==> config.mk <==
export PLATFORM = sky130hd
export DESIGN_NAME = csp_div3
export DESIGN_NICKNAME = d
export VERILOG_FILES = /design/src/csp_pkg.sv /design/src/csp_div3.sv
export SDC_FILE = /design/constraint.sdc
export NUM_CORES = 1
export LEC_CHECK = 0
export BUFFER_PORTS_ARGS = -buffer_cell sky130_fd_sc_hd__buf_2
export CAP_MARGIN = 20
export CORE_MARGIN = 2
export CORE_UTILIZATION = 50
export DETAILED_ROUTE_END_ITERATION = 10
export PLACE_DENSITY_LB_ADDON = 0.08
export SYNTH_ARGS = -nofsm -noshare
export SYNTH_HDL_FRONTEND = slang
export SYNTH_SLANG_ARGS = --single-unit
==> constraint.sdc <==
create_clock -name clk_i -period 19.23 [get_ports clk_i]
set_input_delay 1.923 -clock clk_i [delete_from_list [all_inputs] [get_ports clk_i]]
set_output_delay 1.923 -clock clk_i [all_outputs]
set_load 0.02 [all_outputs]
==> src/csp_pkg.sv <==
// Package for the cardinal spline point evaluator.
// Holds sizes, fixed-point constants and the sequencer state type; no dependencies.
`default_nettype none
package csp_pkg;
  localparam int POINT_DEPTH = 64;
  localparam int IDX_W       = $clog2(POINT_DEPTH);
  localparam int CNT_W       = IDX_W + 1;
  localparam int COORD_BITS  = 16;
  localparam int W_BITS      = 17;
  localparam int FR_BITS     = 17;
  localparam int D_BITS      = 20;
  localparam int MA_BITS     = 21;
  localparam int MB_BITS     = 18;
  localparam int MP_BITS     = MA_BITS + MB_BITS;
  localparam int V_BITS      = 40;
  localparam int DIFF_BITS   = V_BITS + 1;
  localparam int LO_BITS     = 20;
  localparam int ACC_BITS    = 60;
  localparam int DIV_BITS    = 40;
  localparam int DIV_STEPS   = DIV_BITS / 8;
  localparam int OFF_SHIFT   = 35;
  localparam logic [W_BITS-1:0] ONE_Q16 = W_BITS'(65536);

  localparam logic ADDR_COUNT   = 1'b0;
  localparam logic ADDR_TENSION = 1'b1;
  localparam logic CMD_WRITE    = 1'b0;
  localparam logic CMD_EVAL     = 1'b1;

  typedef enum logic [3:0] {
    ST_IDLE, ST_READ, ST_MUL, ST_DIV_START, ST_DIV_WAIT, ST_SETUP,
    ST_L_DIFF, ST_L_LO, ST_L_HI, ST_L_ACC, ST_L_ADD, ST_FINISH, ST_EMIT
  } state_e;
endpackage
`default_nettype wire

==> src/csp_div3.sv <==
// Iterative floor divide by three of an unsigned word, eight bits per cycle.
// Depends on csp_pkg for the word width and step count.
`default_nettype none
module csp_div3 (
  input  wire                                  clk_i,
  input  wire                                  rst_ni,
  input  wire                                  start_i,
  input  wire logic [csp_pkg::DIV_BITS-1:0]    num_i,
  output logic                                 done_o,
  output logic [csp_pkg::DIV_BITS-1:0]         quo_o
);
  logic [csp_pkg::DIV_BITS-1:0] sh_q, sh_d;
  logic [1:0] rem_q, rem_d;
  logic [2:0] cnt_q;
  logic busy_q, done_q;

  always_comb begin
    logic [2:0] t;
    logic [7:0] qb;
    logic [1:0] r;
    r = rem_q;
    qb = '0;
    for (int j = 7; j >= 0; j--) begin
      t = {r, sh_q[csp_pkg::DIV_BITS-8+j]};
      qb[j] = (t >= 3'd3);
      r = qb[j] ? 2'(t - 3'd3) : t[1:0];
    end
    rem_d = r;
    sh_d = {sh_q[csp_pkg::DIV_BITS-9:0], qb};
  end

  always_ff @(posedge clk_i or negedge rst_ni) begin
    if (!rst_ni) begin
      busy_q <= 1'b0;
      done_q <= 1'b0;
      cnt_q  <= '0;
    end else begin
      done_q <= 1'b0;
      if (start_i) begin
        busy_q <= 1'b1;
        cnt_q  <= '0;
      end else if (busy_q) begin
        cnt_q <= cnt_q + 3'd1;
        if (cnt_q == 3'(csp_pkg::DIV_STEPS - 1)) begin
          busy_q <= 1'b0;
          done_q <= 1'b1;
        end
      end
    end
  end

  always_ff @(posedge clk_i) begin
    if (start_i) begin
      sh_q  <= num_i;
      rem_q <= '0;
    end else if (busy_q) begin
      sh_q  <= sh_d;
      rem_q <= rem_d;
    end
  end

  assign done_o = done_q;
  assign quo_o  = sh_q;
endmodule
`default_nettype wire

-- After elaboration in Yosys (flattened, before gate mapping)
Index checks and enable logic that the tools add are counted.
- register bits after elaboration: 47
- input bits: 43
- logic and storage cells: 42
- $add $sub $neg: 9
- magnitude comparators: 8
- equality and inequality tests: 1
- mux-type cells: 18
- reductions and logical operators: 1
- operators with widths (kind ; count):
    2-to-1 mux 40 bit ; 2
    >= comparator 3 x 2 -> 1 bit (second input constant) ; 8
    2-to-1 mux 2 bit ; 8
    subtractor 2 bit (second input constant) ; 8
    2-to-1 mux 1 bit ; 6
    2-to-1 mux 3 bit ; 2
    adder 3 x 1 -> 3 bit (second input constant) ; 1
    equality test 3 bit (second input constant) ; 1
    nonzero test 2 bit ; 1

-- Logic depth before layout (Yosys ltp)
- depth in word-level cells: 17
- mapped depth: 39

-- Worst setup path before layout
No wires, ideal clock.
- kind: flip-flop to flip-flop
- start: register sh_q, in the netlist quo_o[39]
- end: register sh_q, in the netlist quo_o[0] (data pin)
- data arrival time: 7.267 ns
- data required time: 18.970 ns
- setup slack: 11.703 ns
- stages on the path, launching flop included: 35
- path buffers: 1
- period minus slack after synthesis: 7.527 ns
- cells stage by stage: edfxtp_1 > ha_1 > nor2_1 > o21ai_0 > ha_1 > or2_2 > o22ai_1 > a21oi_1 > ha_1 > or3_1 > o32ai_2 > a21oi_1 > ha_1 > nand2b_1 > nor2_1 > a21oi_1 > ha_1 > or3_1 > o21a_1 > and2_1 > ha_1 > buf_2 > or3_1 > o21a_1 > and2_1 > ha_1 > nor3_1 > and4_1 > a31o_1 > a21oi_1 > mux2_2 > ha_1 > o21bai_1 > a311o_1 > mux2_2
- word-level cells in the longest chain between the ends: 17
- elaborated cells on any way between the ends: 24
- those cells by class: 7 x add/sub; 8 x order compare; 9 x mux
- ends and longest elaborated chain (what ; RTL line ; RTL):
    from (decl) ; csp_div3.sv:12 ; logic [csp_pkg::DIV_BITS-1:0] sh_q, sh_d;
    from (signal assigned) ; csp_div3.sv:54 ; sh_q <= num_i;
    >= comparator 3 x 2 -> 1 bit / subtractor 2 bit (equally long branches) ; csp_div3.sv:25, csp_div3.sv:26 ;
    2-to-1 mux 2 bit (*) ; csp_div3.sv:26 ; r = qb[j] ? 2'(t - 3'd3) : t[1:0];
    >= comparator 3 x 2 -> 1 bit / subtractor 2 bit (equally long branches) ; csp_div3.sv:25, csp_div3.sv:26 ;
    2-to-1 mux 2 bit (*) ; csp_div3.sv:26 ;
    >= comparator 3 x 2 -> 1 bit / subtractor 2 bit (equally long branches) ; csp_div3.sv:25, csp_div3.sv:26 ;
    2-to-1 mux 2 bit (*) ; csp_div3.sv:26 ;
    >= comparator 3 x 2 -> 1 bit / subtractor 2 bit (equally long branches) ; csp_div3.sv:25, csp_div3.sv:26 ;
    2-to-1 mux 2 bit (*) ; csp_div3.sv:26 ;
    >= comparator 3 x 2 -> 1 bit / subtractor 2 bit (equally long branches) ; csp_div3.sv:25, csp_div3.sv:26 ;
    2-to-1 mux 2 bit (*) ; csp_div3.sv:26 ;
    >= comparator 3 x 2 -> 1 bit / subtractor 2 bit (equally long branches) ; csp_div3.sv:25, csp_div3.sv:26 ;
    2-to-1 mux 2 bit (*) ; csp_div3.sv:26 ;
    >= comparator 3 x 2 -> 1 bit / subtractor 2 bit (equally long branches) ; csp_div3.sv:25, csp_div3.sv:26 ;
    2-to-1 mux 2 bit (*) ; csp_div3.sv:26 ;
    >= comparator 3 x 2 -> 1 bit (*) ; csp_div3.sv:25 ; qb[j] = (t >= 3'd3);
    2-to-1 mux 40 bit (*) ; csp_div3.sv:56 ; end else if (busy_q) begin
    2-to-1 mux 40 bit (*) ; csp_div3.sv:53 ; if (start_i) begin
Every way passes the cells marked *; elsewhere a longest branch is shown, timed or not. The select of a mux whose other input is x is not followed.
A chain may end at the register's enable or synchronous reset.

-- Worst setup path in the final report
Ends and elaborated chain as after synthesis.

==> summary.txt <==
run status: complete, no violations
Syn Area/Cell: 11.9 um2
maximum buffer depth of the clock tree: 2
post-CTS setup buffer count: 0
top cell types by occurrence after synthesis: 40 x edfxtp_1, 36 x mux2_2, 15 x nor2_1
P&R area growth vs syn: 19.5%
pwr/cell area: 144 nW/um2
Critical Path RT: 19.28 ns
Core Box Area: 5470 um2
minimum clock period: 8.31 ns
Worst EP arrival: 8.36 ns
GRT overflow: 0
Boundary Pins: 84
TritonCTS Sinks: 47
share of cells above drive strength 1: 44.0%
Top Layer Used: met4
post-DP HPWL: 4430 um
YS warnings: 0
Post-Syn Area: 2800 um2
leak pwr: 1.37 nW
Post-synth EDFFs: 40
Area contributors post-synth: edfxtp_1 43%, mux2_2 14%, dfrtp_1 4.5%, ha_1 4.5%, nor2_1 2.0%
Syn Inst Count: 235
diode count: 0
startpoint types: flop
post-synthesis sequential area ratio: 48.8%
NumNets Final: 368
Hold Vio Cnt, Final: 0
first-pass GRT wire length: 9950 um
synthesized net count: 288
TNS Setup: 0 ns
top cell type's share of synthesized area: 42.9%
crit end category: flop
root buffer cell: clkbuf_8
IO buf count: 83
DRT Pass-1 Iters: 4
worst hold path depth: 2
Starting Density: 51.2%
Max-Slew Margin vs Limit: 30.1%
CTS buffer count: 5
FF-to-FF End: quo_o[0]
H-tree Lvls: 2
Routed Antenna Nets: 0
die area: 6220 um2
largest net degree at the start of global routing: 53
CP max-delay cell: edfxtp_1
Hold WS: 0.559 ns
height of the die: 78.9 um
peak fanout along the critical path: 11
chip width: 78.9 um
post-synth top area cell: edfxtp_1
Netlist cell types: 57
fin area: 3350 um2
worst skew pair latency: 0.30 ns
Async SR Flop Fraction: 10.6%
drt drc: 0
vias in the first global route: 2095
placer congestion estimate: 0.831
WS Path Type: reg -> reg
Met1 Wirelength: 2850 um
final setup violation count: 0
drt total wl: 6080 um
drt wl/cell: 15.7 um
initial antenna violation count: 0
Finished Layout Cells: 388
worst-margin pin slew: 1.05 ns
placed cells: 380
Clock transition at path regs: 0.09 ns
TritonCTS clock tree: built
FF-to-FF setup slack: 10.92 ns
RSZ-0062 raised after global routing: false
CP most frequent cell: ha_1
# rows: 27
routed length on met3: 221 um
Peak Freq: 0.120 GHz
worst hold path class: reg -> reg
Synth Flop Type: edfxtp_1
drt initial violations: 64
Worst VDD drop: 75.0 uV
GRT Overall Usage: 20.5%
placed inst area: 3270 um2
Post-CTS Resized: 0
Max-cap violations: 0
Hold EP: cnt_q[2]
vias per cell: 5.57
skew final: 0.00655 ns
Yosys reg bits: 47
most frequent cell after synthesis: edfxtp_1
Slew Viols, Final: 0
Final Cycle Share: 43.2%
metal2 WL: 2940 um
crit-path max cell delay: 0.54 ns
HP Start: cnt_q[2]
FF-to-FF Start: quo_o[39]
via count: 2160
worst r2r path cells: 34
# hold bufs at CTS: 0
[worst max-delay path, delay by kind of cell (launching register included)]
| family | cells | cell delay (ns) |
|---|---|---|
| simple gates | 12 | 2.24 |
| flops | 1 | 0.54 |
| compound gates | 12 | 2.49 |
| mux | 2 | 0.55 |
| fa+ha+maj | 8 | 2.19 |
[layout by cell type, fill, tap and decap left out, types with 5 or more instances in the layout]
master	netlist	final
nor3_1	7	7
clkbuf_8	0	5
inv_1	9	9
buf_2	1	83
nor2_1	15	15
o21ai_0	5	5
edfxtp_1	40	40
nand2_1	7	7
ha_1	10	10
dfrtp_1	5	5
a21oi_1	11	11
or3_1	6	6
mux2_2	36	36
[sequential cells by signal (all words and copies together) (netlist names)]
register  flops
rem_q         2
quo_o        40
cnt_q         3
busy_q        1
done_o        1
[power by group]
part	total [mW]	internal [mW]	switching [mW]
clock network	0.0572	0.0249	0.0323
registers	0.160	0.142	0.0183
logic	0.265	0.112	0.153
[stage by stage]
stage / worst slack, ns / power, mW / utilization, %
global placement: 11.20 / 0.423 / 59.7
CTS: 10.95 / 0.484 / 61.2
global route: 10.25 / 0.521 / 61.2
detailed placement: 11.00 / 0.424 / 59.7
floorplan: 11.70 / 0.362 / -
finish: 10.92 / 0.482 / 61.2
[cell families after synthesis]
| family | synth area share (%) |
|---|---|
| fa+ha+maj | 4.46 |
| buf+inv | 2.99 |
| compound gates | 14.8 |
| flops | 48.7 |
| simple gates | 12.9 |
| xor+xnor | 0.625 |
| mux | 15.5 |
[layer usage]
layer  GRT usage [%]  vias to the layer above
met1            27.7                     1039
met4            5.69                        0
met3            3.98                        5
met2            34.1                       43
met5               0                        -
li1                -                     1073
[area by class of cell]
cell class,instances,area [um2]
clock buffer,5,68.8
clock inverter,3,15.0
fill,483,2120
inverter,9,33.8
multi-input combinational,168,1350
sequential,47,1370
tap,72,90.1
timing repair buffer,84,423
[worst max path at each step]
| stage | start | cells past startpoint | end |
|---|---|---|---|
| after floorplan | quo_o[39] | 34 | quo_o[0] |
| after global placement | quo_o[39] | 33 | quo_o[0] |
| after detailed placement | quo_o[39] | 34 | quo_o[0] |
| after CTS | quo_o[39] | 34 | quo_o[0] |
| after global routing | quo_o[39] | 35 | quo_o[0] |
| final | quo_o[39] | 34 | quo_o[0] |
(Power assumes the default switching activity.)
