===== src/csp_pkg.sv =====
// Package for the cardinal spline point evaluator.
// Holds sizes, fixed-point constants and the sequencer state type; no dependencies.
`default_nettype none
package csp_pkg;
  localparam int POINT_DEPTH = 64;
  localparam int IDX_W       = $clog2(POINT_DEPTH);
  localparam int CNT_W       = IDX_W + 1;
  localparam int COORD_BITS  = 16;
  localparam int W_BITS      = 17;
  localparam int FR_BITS     = 17;
  localparam int D_BITS      = 20;
  localparam int MA_BITS     = 21;
  localparam int MB_BITS     = 18;
  localparam int MP_BITS     = MA_BITS + MB_BITS;
  localparam int V_BITS      = 40;
  localparam int DIFF_BITS   = V_BITS + 1;
  localparam int LO_BITS     = 20;
  localparam int ACC_BITS    = 60;
  localparam int DIV_BITS    = 40;
  localparam int DIV_STEPS   = DIV_BITS / 8;
  localparam int OFF_SHIFT   = 35;
  localparam logic [W_BITS-1:0] ONE_Q16 = W_BITS'(65536);

  localparam logic ADDR_COUNT   = 1'b0;
  localparam logic ADDR_TENSION = 1'b1;
  localparam logic CMD_WRITE    = 1'b0;
  localparam logic CMD_EVAL     = 1'b1;

  typedef enum logic [3:0] {
    ST_IDLE, ST_READ, ST_MUL, ST_DIV_START, ST_DIV_WAIT, ST_SETUP,
    ST_L_DIFF, ST_L_LO, ST_L_HI, ST_L_ACC, ST_L_ADD, ST_FINISH, ST_EMIT
  } state_e;
endpackage
`default_nettype wire


===== src/csp_mul.sv =====
// Shared signed multiplier with a registered product.
// Depends on csp_pkg for operand widths.
`default_nettype none
module csp_mul (
  input  wire                                  clk_i,
  input  wire logic signed [csp_pkg::MA_BITS-1:0] a_i,
  input  wire logic signed [csp_pkg::MB_BITS-1:0] b_i,
  output logic signed [csp_pkg::MP_BITS-1:0]      p_o
);
  always_ff @(posedge clk_i) begin
    p_o <= a_i * b_i;
  end
endmodule
`default_nettype wire


===== config.mk =====
export PLATFORM = sky130hd
export DESIGN_NAME = csp_mul
export DESIGN_NICKNAME = d
export VERILOG_FILES = /design/src/csp_pkg.sv /design/src/csp_mul.sv
export SDC_FILE = /design/constraint.sdc
export NUM_CORES = 1
export LEC_CHECK = 0
export ABC_AREA = 1
export CAP_MARGIN = 40
export CORE_MARGIN = 8
export CORE_UTILIZATION = 38
export DETAILED_ROUTE_END_ITERATION = 7
export DONT_BUFFER_PORTS = 1
export PLACE_DENSITY = 0.58
export SLEW_MARGIN = 20
export SYNTH_ARGS = -nofsm -noshare
export SYNTH_HDL_FRONTEND = slang
export SYNTH_SLANG_ARGS = --single-unit
export TNS_END_PERCENT = 10

===== constraint.sdc =====
create_clock -name clk_i -period 15.9 [get_ports clk_i]
set_input_delay 1.59 -clock clk_i [delete_from_list [all_inputs] [get_ports clk_i]]
set_output_delay 1.59 -clock clk_i [all_outputs]
set_load 0.02 [all_outputs]

## After elaboration in Yosys (flattened, before gate mapping)

Index checks and enable logic that the tools add are counted.

| storage, ports and cells | value |
|---|---|
| output and inout bits | 39 |
| memories | 0 |
| input port bits | 40 |
| bits in latches | 0 |
| word-level logic and storage cells | 2 |
| RAM bits | 0 |
| flip-flop bits (word level) | 39 |
| bits in read-only memories | 0 |

| operators by class | value |
|---|---|
| multiplexer cells | 0 |
| $add $sub $neg | 0 |
| reduce and logical (&&, ||, !) cells | 0 |
| multipliers | 1 |
| equality and inequality tests | 0 |
| order comparisons | 0 |
| bitwise logic cells | 0 |
| div/mod/pow operators | 0 |
| shifts and indexed selects | 0 |

Operators by type and width:

| kind | count |
|---|---|
| $mul A21 B18 Y39 | 1 |

## Depth between registers and ports, before layout

Gate-level depths: netlist (run 1).

| logic depth | value |
|---|---|
| word-level depth | 1 |
| gate-level depth with buffers | 28 |
| gate-level depth less buffers | 27 |

## Least setup slack after synthesis (run 1)

OpenSTA, ideal clock, no wires.

| timing | value |
|---|---|
| path type | input to register |
| start point | input port a_i[20] (netlist name) |
| end point | register p_o[34] (netlist name) |
| arrival time | 6.730 ns |
| data required time | 15.788 ns |
| path buffers | 2 |
| slack | 9.057 ns |
| library setup time | 0.112 ns |
| stages on the path | 20 |
| cells stage by stage | clkbuf_1 -> clkbuf_1 -> nand2_1 -> fa_1 -> inv_1 -> fa_1 -> inv_1 -> fa_1 -> fa_1 -> fa_1 -> fa_1 -> inv_1 -> ha_1 -> nand2_1 -> nor2_1 -> inv_1 -> nor4_1 -> nand2_1 -> nand3_1 -> nand2_1 |

| on the way | value |
|---|---|
| longest elaborated chain between the ends | 1 |

RTL lines:

| what | RTL line | RTL |
|---|---|---|
| start, declared | csp_mul.sv:6 | `input wire logic signed [csp_pkg::MA_BITS-1:0] a_i,` |
| $mul A21 B18 Y39 | csp_mul.sv:11 | `p_o <= a_i * b_i;` |
| end signal, assigned | csp_mul.sv:11 |  |
| end, declared | csp_mul.sv:8 | `output logic signed [csp_pkg::MP_BITS-1:0] p_o` |

No other way between the ends.

## Final worst setup path (run 1)

| timing | value |
|---|---|
| start point | input port a_i[20] (netlist name) |
| end point | register p_o[38] (netlist name) |

Same word-level chain as after synthesis.

==> results.cfg, run 1 <==
[worst_setup_path]
crit_slowest_cell = fa_1
crit_chain = nand2_1 > inv_1 > fa_1 > fa_1 > fa_1 > fa_1 > inv_1 > fa_1 > fa_1 > inv_1 > ha_1 > inv_1 > nor3_1 > nand2_1 > nor2_1 > nand3_1 > nand3_1 > nand2_1 > nand2_1
cp_slowest_stage_delay_ns = 0.86
endpoint_kind = flop
cp-start-kind = input port
worstSetupPathType = input port to flop
cp.arrival_ns = 7.06
critical_path.top_delay_family = adder cells
crit_buf_inv = 4
critPathMostFrequentCell = fa_1
required_ns = 16.13
critPathMaxFanout = 18

[cts]
h-tree-depth = 2
ctsResizeCount = 0
cts_buffers = 5
cts_setup_buffers = 0
root_buffer = clkbuf_16
tritoncts = done
cts.sinks = 39
holdBufCountCts = 0
clkTransAtPathRegs_ns = 0.07
cts.path.max_buffers = 2

[detailed_routing]
ant_nets = 0
routed_wl_mm = 41.3
drtPass1Iterations = 5
wl_per_cell_um = 16.8
drc = 0
vias = 11700
vias_per_cell = 4.77
drt_iter0_markers = 654

[placed_design]
port_buffers = 0
place.gp.congestion = 0.886
hpwl_mm = 34.5

[global_routing]
grt_max_degree = 22
grt_overflow = 0
gr-usage-met3_pct = 2.08
grt_pass1_wl_mm = 69.0
gr-usage-met2_pct = 34.1
first_global_vias = 13200
grtUsageMet1_pct = 21.9
grt_busiest_layer = met2
antenna_found_initial = 0
grt_usage_pct = 18.3

[synth]
ys_seq_area_share_pct = 5.03
syn-cell-area_um2 = 15500
ys_types = 31
async_flop_share_pct = 0
syn_avg_cell_area_um2 = 7.76
synth_seq_cells = 39
synth_enable_flop_cells = 0
synthFlopType = dfxtp_1
synthesis.nets = 2516
synthesis.yosys.warnings = 0
syn_inst = 2000

[timing]
slew_viol_final = 0
relSlewSlack_pct = 44.1
hold_viol = 0
timing.fmax_ghz = 0.147
finalSetupViolCount = 0
min_period_over_period_pct = 42.9
tns_ns = 0
rsz0062_at_grt = false
min_period_ns = 6.83
worst_pin_slew_ns = 0.838

[finish]
drive_gt1_share_pct = 2.07
final_cell_mix = 652 x inv_1, 552 x nand2_1, 377 x fa_1, 99 x ha_1, 54 x nor2_1
regMostFlops = p_o
multi_input_area_um2 = 12000
antenna_cells = 0
final_common_cell = inv_1
fillers = 4224
largest_reg_flops = 39
largestRegisters = p_o: 39 flops
area_growth_pct = 3.52
fin_nets = 2445
regArea_um2 = 781

[floorplanning]
die_y_um = 218
die_w_um = 218
fp-row-count = 74
coreArea_um2 = 40600
die_area_um2 = 47600
initial_core_util_pct = 38.3
pin_count = 79

[job]
drv_cap = 0

[hold_path]
min_path_type = input port to flop

[status]
status = finished clean
==> logic make-up (layout without fill, tap and decap cells) <==
kind of cell	Yosys count	count (layout)	share of synthesized area, %
AOI/OAI and AO/OA	56	56	1.97
and+or+nand+nor	674	674	17.4
DFF	39	39	5.03
adders and majority gates	476	476	56.6
xor gates and xnor gates	23	23	1.30
buffers and inverters	732	662	17.7
==> synthesized netlist by cell type (11+ instances only) <==
cell type / number / share of area, %
nor2_1: 54 / 1.3
nand3_1: 31 / 1.0
inv_1: 652 / 16
xor2_1: 19 / 1.1
nand2_2: 11 / 0.44
dfxtp_1: 39 / 5.0
fa_1: 377 / 49
o21ai_0: 13 / 0.42
a21oi_1: 33 / 1.1
ha_1: 99 / 8.0
nand2_1: 552 / 13
clkbuf_1: 72 / 1.7
==> path summary, 6_finish.rpt <==
path / from / end / slack (ns) / cells after the start
worst max-delay path: a_i[20] / p_o[38] / 9.07 / 19
worst min-delay path: b_i[0] / p_o[0] / 1.41 / 2
==> routing by layer <==
layer / part of all wire [%] / up-vias
met5: 0 / -
met4: 3.1 / 0
met3: 5.5 / 69
met2: 51 / 317
met1: 40 / 6003
li1: - / 5344
==> through the flow <==
stage	setup slack [ns]	hold slack [ns]	instance area, um^2	utilization (%)	std cells
2_1_floorplan	9.06	1.80	15500	-	2000
3_3_place_gp	8.91	1.70	15900	39.2	2454
3_5_place_dp	8.85	1.70	15900	39.2	2454
4_1_cts	9.11	1.41	16100	39.6	2462
5_1_grt	8.81	1.42	16100	39.6	2462
6_report	9.07	1.41	16100	39.6	2462
==> final cells by class <==
| class | count | share of cell area (%) |
|---|---|---|
| Clock inverter | 2 | 0.218 |
| Multi-Input combinational cell | 1229 | 74.6 |
| Clock buffer | 6 | 0.865 |
| Inverter | 654 | 15.3 |
| Sequential cell | 39 | 4.86 |
| Tap cell | 532 | 4.14 |
Power of run 1 is left out: the tool's default activity adds up to more than one toggle a clock period on the data nets, which glitch-free logic cannot reach.
==> run 2: changes to the inputs <==
--- a/config.mk
+++ b/config.mk
@@ -5,13 +5,13 @@
 export SDC_FILE = /design/constraint.sdc
 export NUM_CORES = 1
 export LEC_CHECK = 0
-export ABC_AREA = 1
+export ABC_AREA = 0
 export CAP_MARGIN = 40
 export CORE_MARGIN = 8
 export CORE_UTILIZATION = 38
 export DETAILED_ROUTE_END_ITERATION = 7
 export DONT_BUFFER_PORTS = 1
-export PLACE_DENSITY = 0.58
+export PLACE_DENSITY = 0.6
 export SLEW_MARGIN = 20
 export SYNTH_ARGS = -nofsm -noshare
 export SYNTH_HDL_FRONTEND = slang
==> constraint.sdc (replaced) <==
create_clock -name clk_i -period 6.15 [get_ports clk_i]
set_input_delay 0.615 -clock clk_i [delete_from_list [all_inputs] [get_ports clk_i]]
set_output_delay 0.615 -clock clk_i [all_outputs]
set_load 0.02 [all_outputs]
==> results.cfg, run 2 <==
[placed_design]
port_buffers = 0
place_inst = 2082
place_ws_ns = -0.122
place_area_um2 = 15300
hpwl_mm = 29.5
place.gp.congestion = 0.872

[synth]
syn_avg_cell_area_um2 = 9.13
synthesis.nets = 2113
yosysTopAreaCell = fa_1
synth_enable_flop_cells = 0
syn_inst = 1597
ys_seq_area_share_pct = 5.36
yosysMostFrequentCell = inv_1
ys_top_cells_by_area = fa_1 52%, inv_1 11%, ha_1 8.5%, nand2_1 6.1%, and2_1 6.0%
synthFlopType = dfxtp_1
syn-cell-area_um2 = 14600
ys_top_cells_by_count = 439 x inv_1, 377 x fa_1, 236 x nand2_1, 140 x and2_1, 99 x ha_1
ys_types = 50
synth_seq_cells = 39
async_flop_share_pct = 0
synthesis.yosys.warnings = 0
synth.top_cell.area_share_pct = 51.8

[finish]
final_cell_mix = 438 x inv_1, 376 x fa_1, 236 x nand2_1, 140 x and2_1, 98 x ha_1
drive_gt1_share_pct = 3.55
fin_area_um2 = 15400
fillers = 3824
largest_reg_flops = 39
stdcell_count = 2090
antenna_cells = 0
final_common_cell = inv_1
regMostFlops = p_o
fin_nets = 2094
regArea_um2 = 781
largestRegisters = p_o: 39 flops
multi_input_area_um2 = 11900
area_growth_pct = 5.75

[cts]
cts_buffers = 5
cts.sinks = 39
tritoncts = done
cts_setup_buffers = 0
h-tree-depth = 2
ctsResizeCount = 0
cts.path.max_buffers = 2
root_buffer = clkbuf_16
clkTransAtPathRegs_ns = 0.06
holdBufCountCts = 0

[timing]
final.setup.worst_slack_ns = 0.178
min_period_ns = 5.97
worst_pin_slew_ns = 0.397
slew_viol_final = 0
tns_ns = 0
relSlewSlack_pct = 73.4
hold_viol = 0
rsz0062_at_grt = false
min_period_over_period_pct = 97.1
timing.fmax_ghz = 0.167
finalSetupViolCount = 0

[worst_setup_path]
critPathMaxFanout = 18
required_ns = 6.38
critPathMostFrequentCell = fa_1
cp.arrival_ns = 6.21
worstSetupPathType = input port to flop
endpoint_kind = flop
critical_path.top_delay_family = adder cells
cp-start-kind = input port
crit_slowest_cell = fa_1
crit_chain = and2_1 > fa_1 > inv_1 > fa_1 > inv_1 > fa_1 > fa_1 > fa_1 > inv_1 > fa_1 > inv_1 > ha_1 > a21oi_1 > nor2_1 > o31a_1 > a22o_1 > or3_1 > o31a_1 > or4_1 > nand3_1
crit_buf_inv = 4
cp_slowest_stage_delay_ns = 0.54

[detailed_routing]
wl_per_cell_um = 16.1
drc = 0
routed_wl_mm = 33.6
drtPass1Iterations = 5
vias = 10100
vias_per_cell = 4.82
drt_iter0_markers = 458
ant_nets = 0

[floorplanning]
fp-row-count = 71
die_w_um = 212
pin_count = 79
coreArea_um2 = 37800
die_y_um = 212
initial_core_util_pct = 38.6
die_area_um2 = 44900

[global_routing]
antenna_found_initial = 0
grt_max_degree = 23
grt_overflow = 0
grt_pass1_wl_mm = 56.7
grt_usage_pct = 15.9
first_global_vias = 11300

[hold_path]
min_path_type = input port to flop

[job]
drv_cap = 0

[status]
status = finished clean
-- run 2: changes by cell type in the layout (fill, tap and decap cells not counted), sizes merged, moves of 23 or more --
cell / previous run / this run
nand3: 34 / 6
inv: 654 / 439
nand2: 563 / 236
and2: 0 / 140
buf: 0 / 38
xnor2: 4 / 27
nor2: 60 / 19
-- run 2: logic make-up after synthesis --
kind of cell             Yosys count  share of synthesized area, %
buffers and inverters            503                          13.0
adder cells (fa/ha/maj)          476                          60.3
AND/OR/NAND/NOR                  456                          15.2
AO/OA/AOI/OAI                     85                          3.88
flip-flops                        39                          5.36
XOR/XNOR                          37                          2.22
multiplexers                       1                        0.0772
-- run 2: layout make-up --
type	instances	area share [%]
Inverter	439	10.7
Sequential cell	39	5.06
Multi-Input combinational cell	1055	77.3
Tap cell	511	4.15
Clock buffer	5	0.812
Clock inverter	3	0.162
Timing Repair Buffer	38	1.85
-- run 2: worst paths after layout --
| kind | start | endpoint | slack (ns) | depth (start not counted) |
|---|---|---|---|---|
| setup / recovery | a_i[15] | p_o[36] | 0.18 | 20 |
| hold / removal | b_i[0] | p_o[0] | 0.45 | 1 |
-- run 2: metrics by stage --
stage | hold WS [ns] | utilization, %
2_1_floorplan | 0.742 | -
3_3_place_gp | 0.743 | 40.4
3_5_place_dp | 0.744 | 40.4
4_1_cts | 0.432 | 40.8
5_1_grt | 0.434 | 40.8
6_report | 0.446 | 40.8
-- run 2: layer usage --
layer | global-route usage [%] | up-vias | share of wire (%)
li1 | - | 4529 | -
met1 | 17.5 | 5267 | 36
met2 | 30.4 | 204 | 56
met3 | 2.40 | 73 | 4.0
met4 | 5.75 | 0 | 4.0
met5 | 0 | - | 0
Power of run 2 is left out for the same reason.
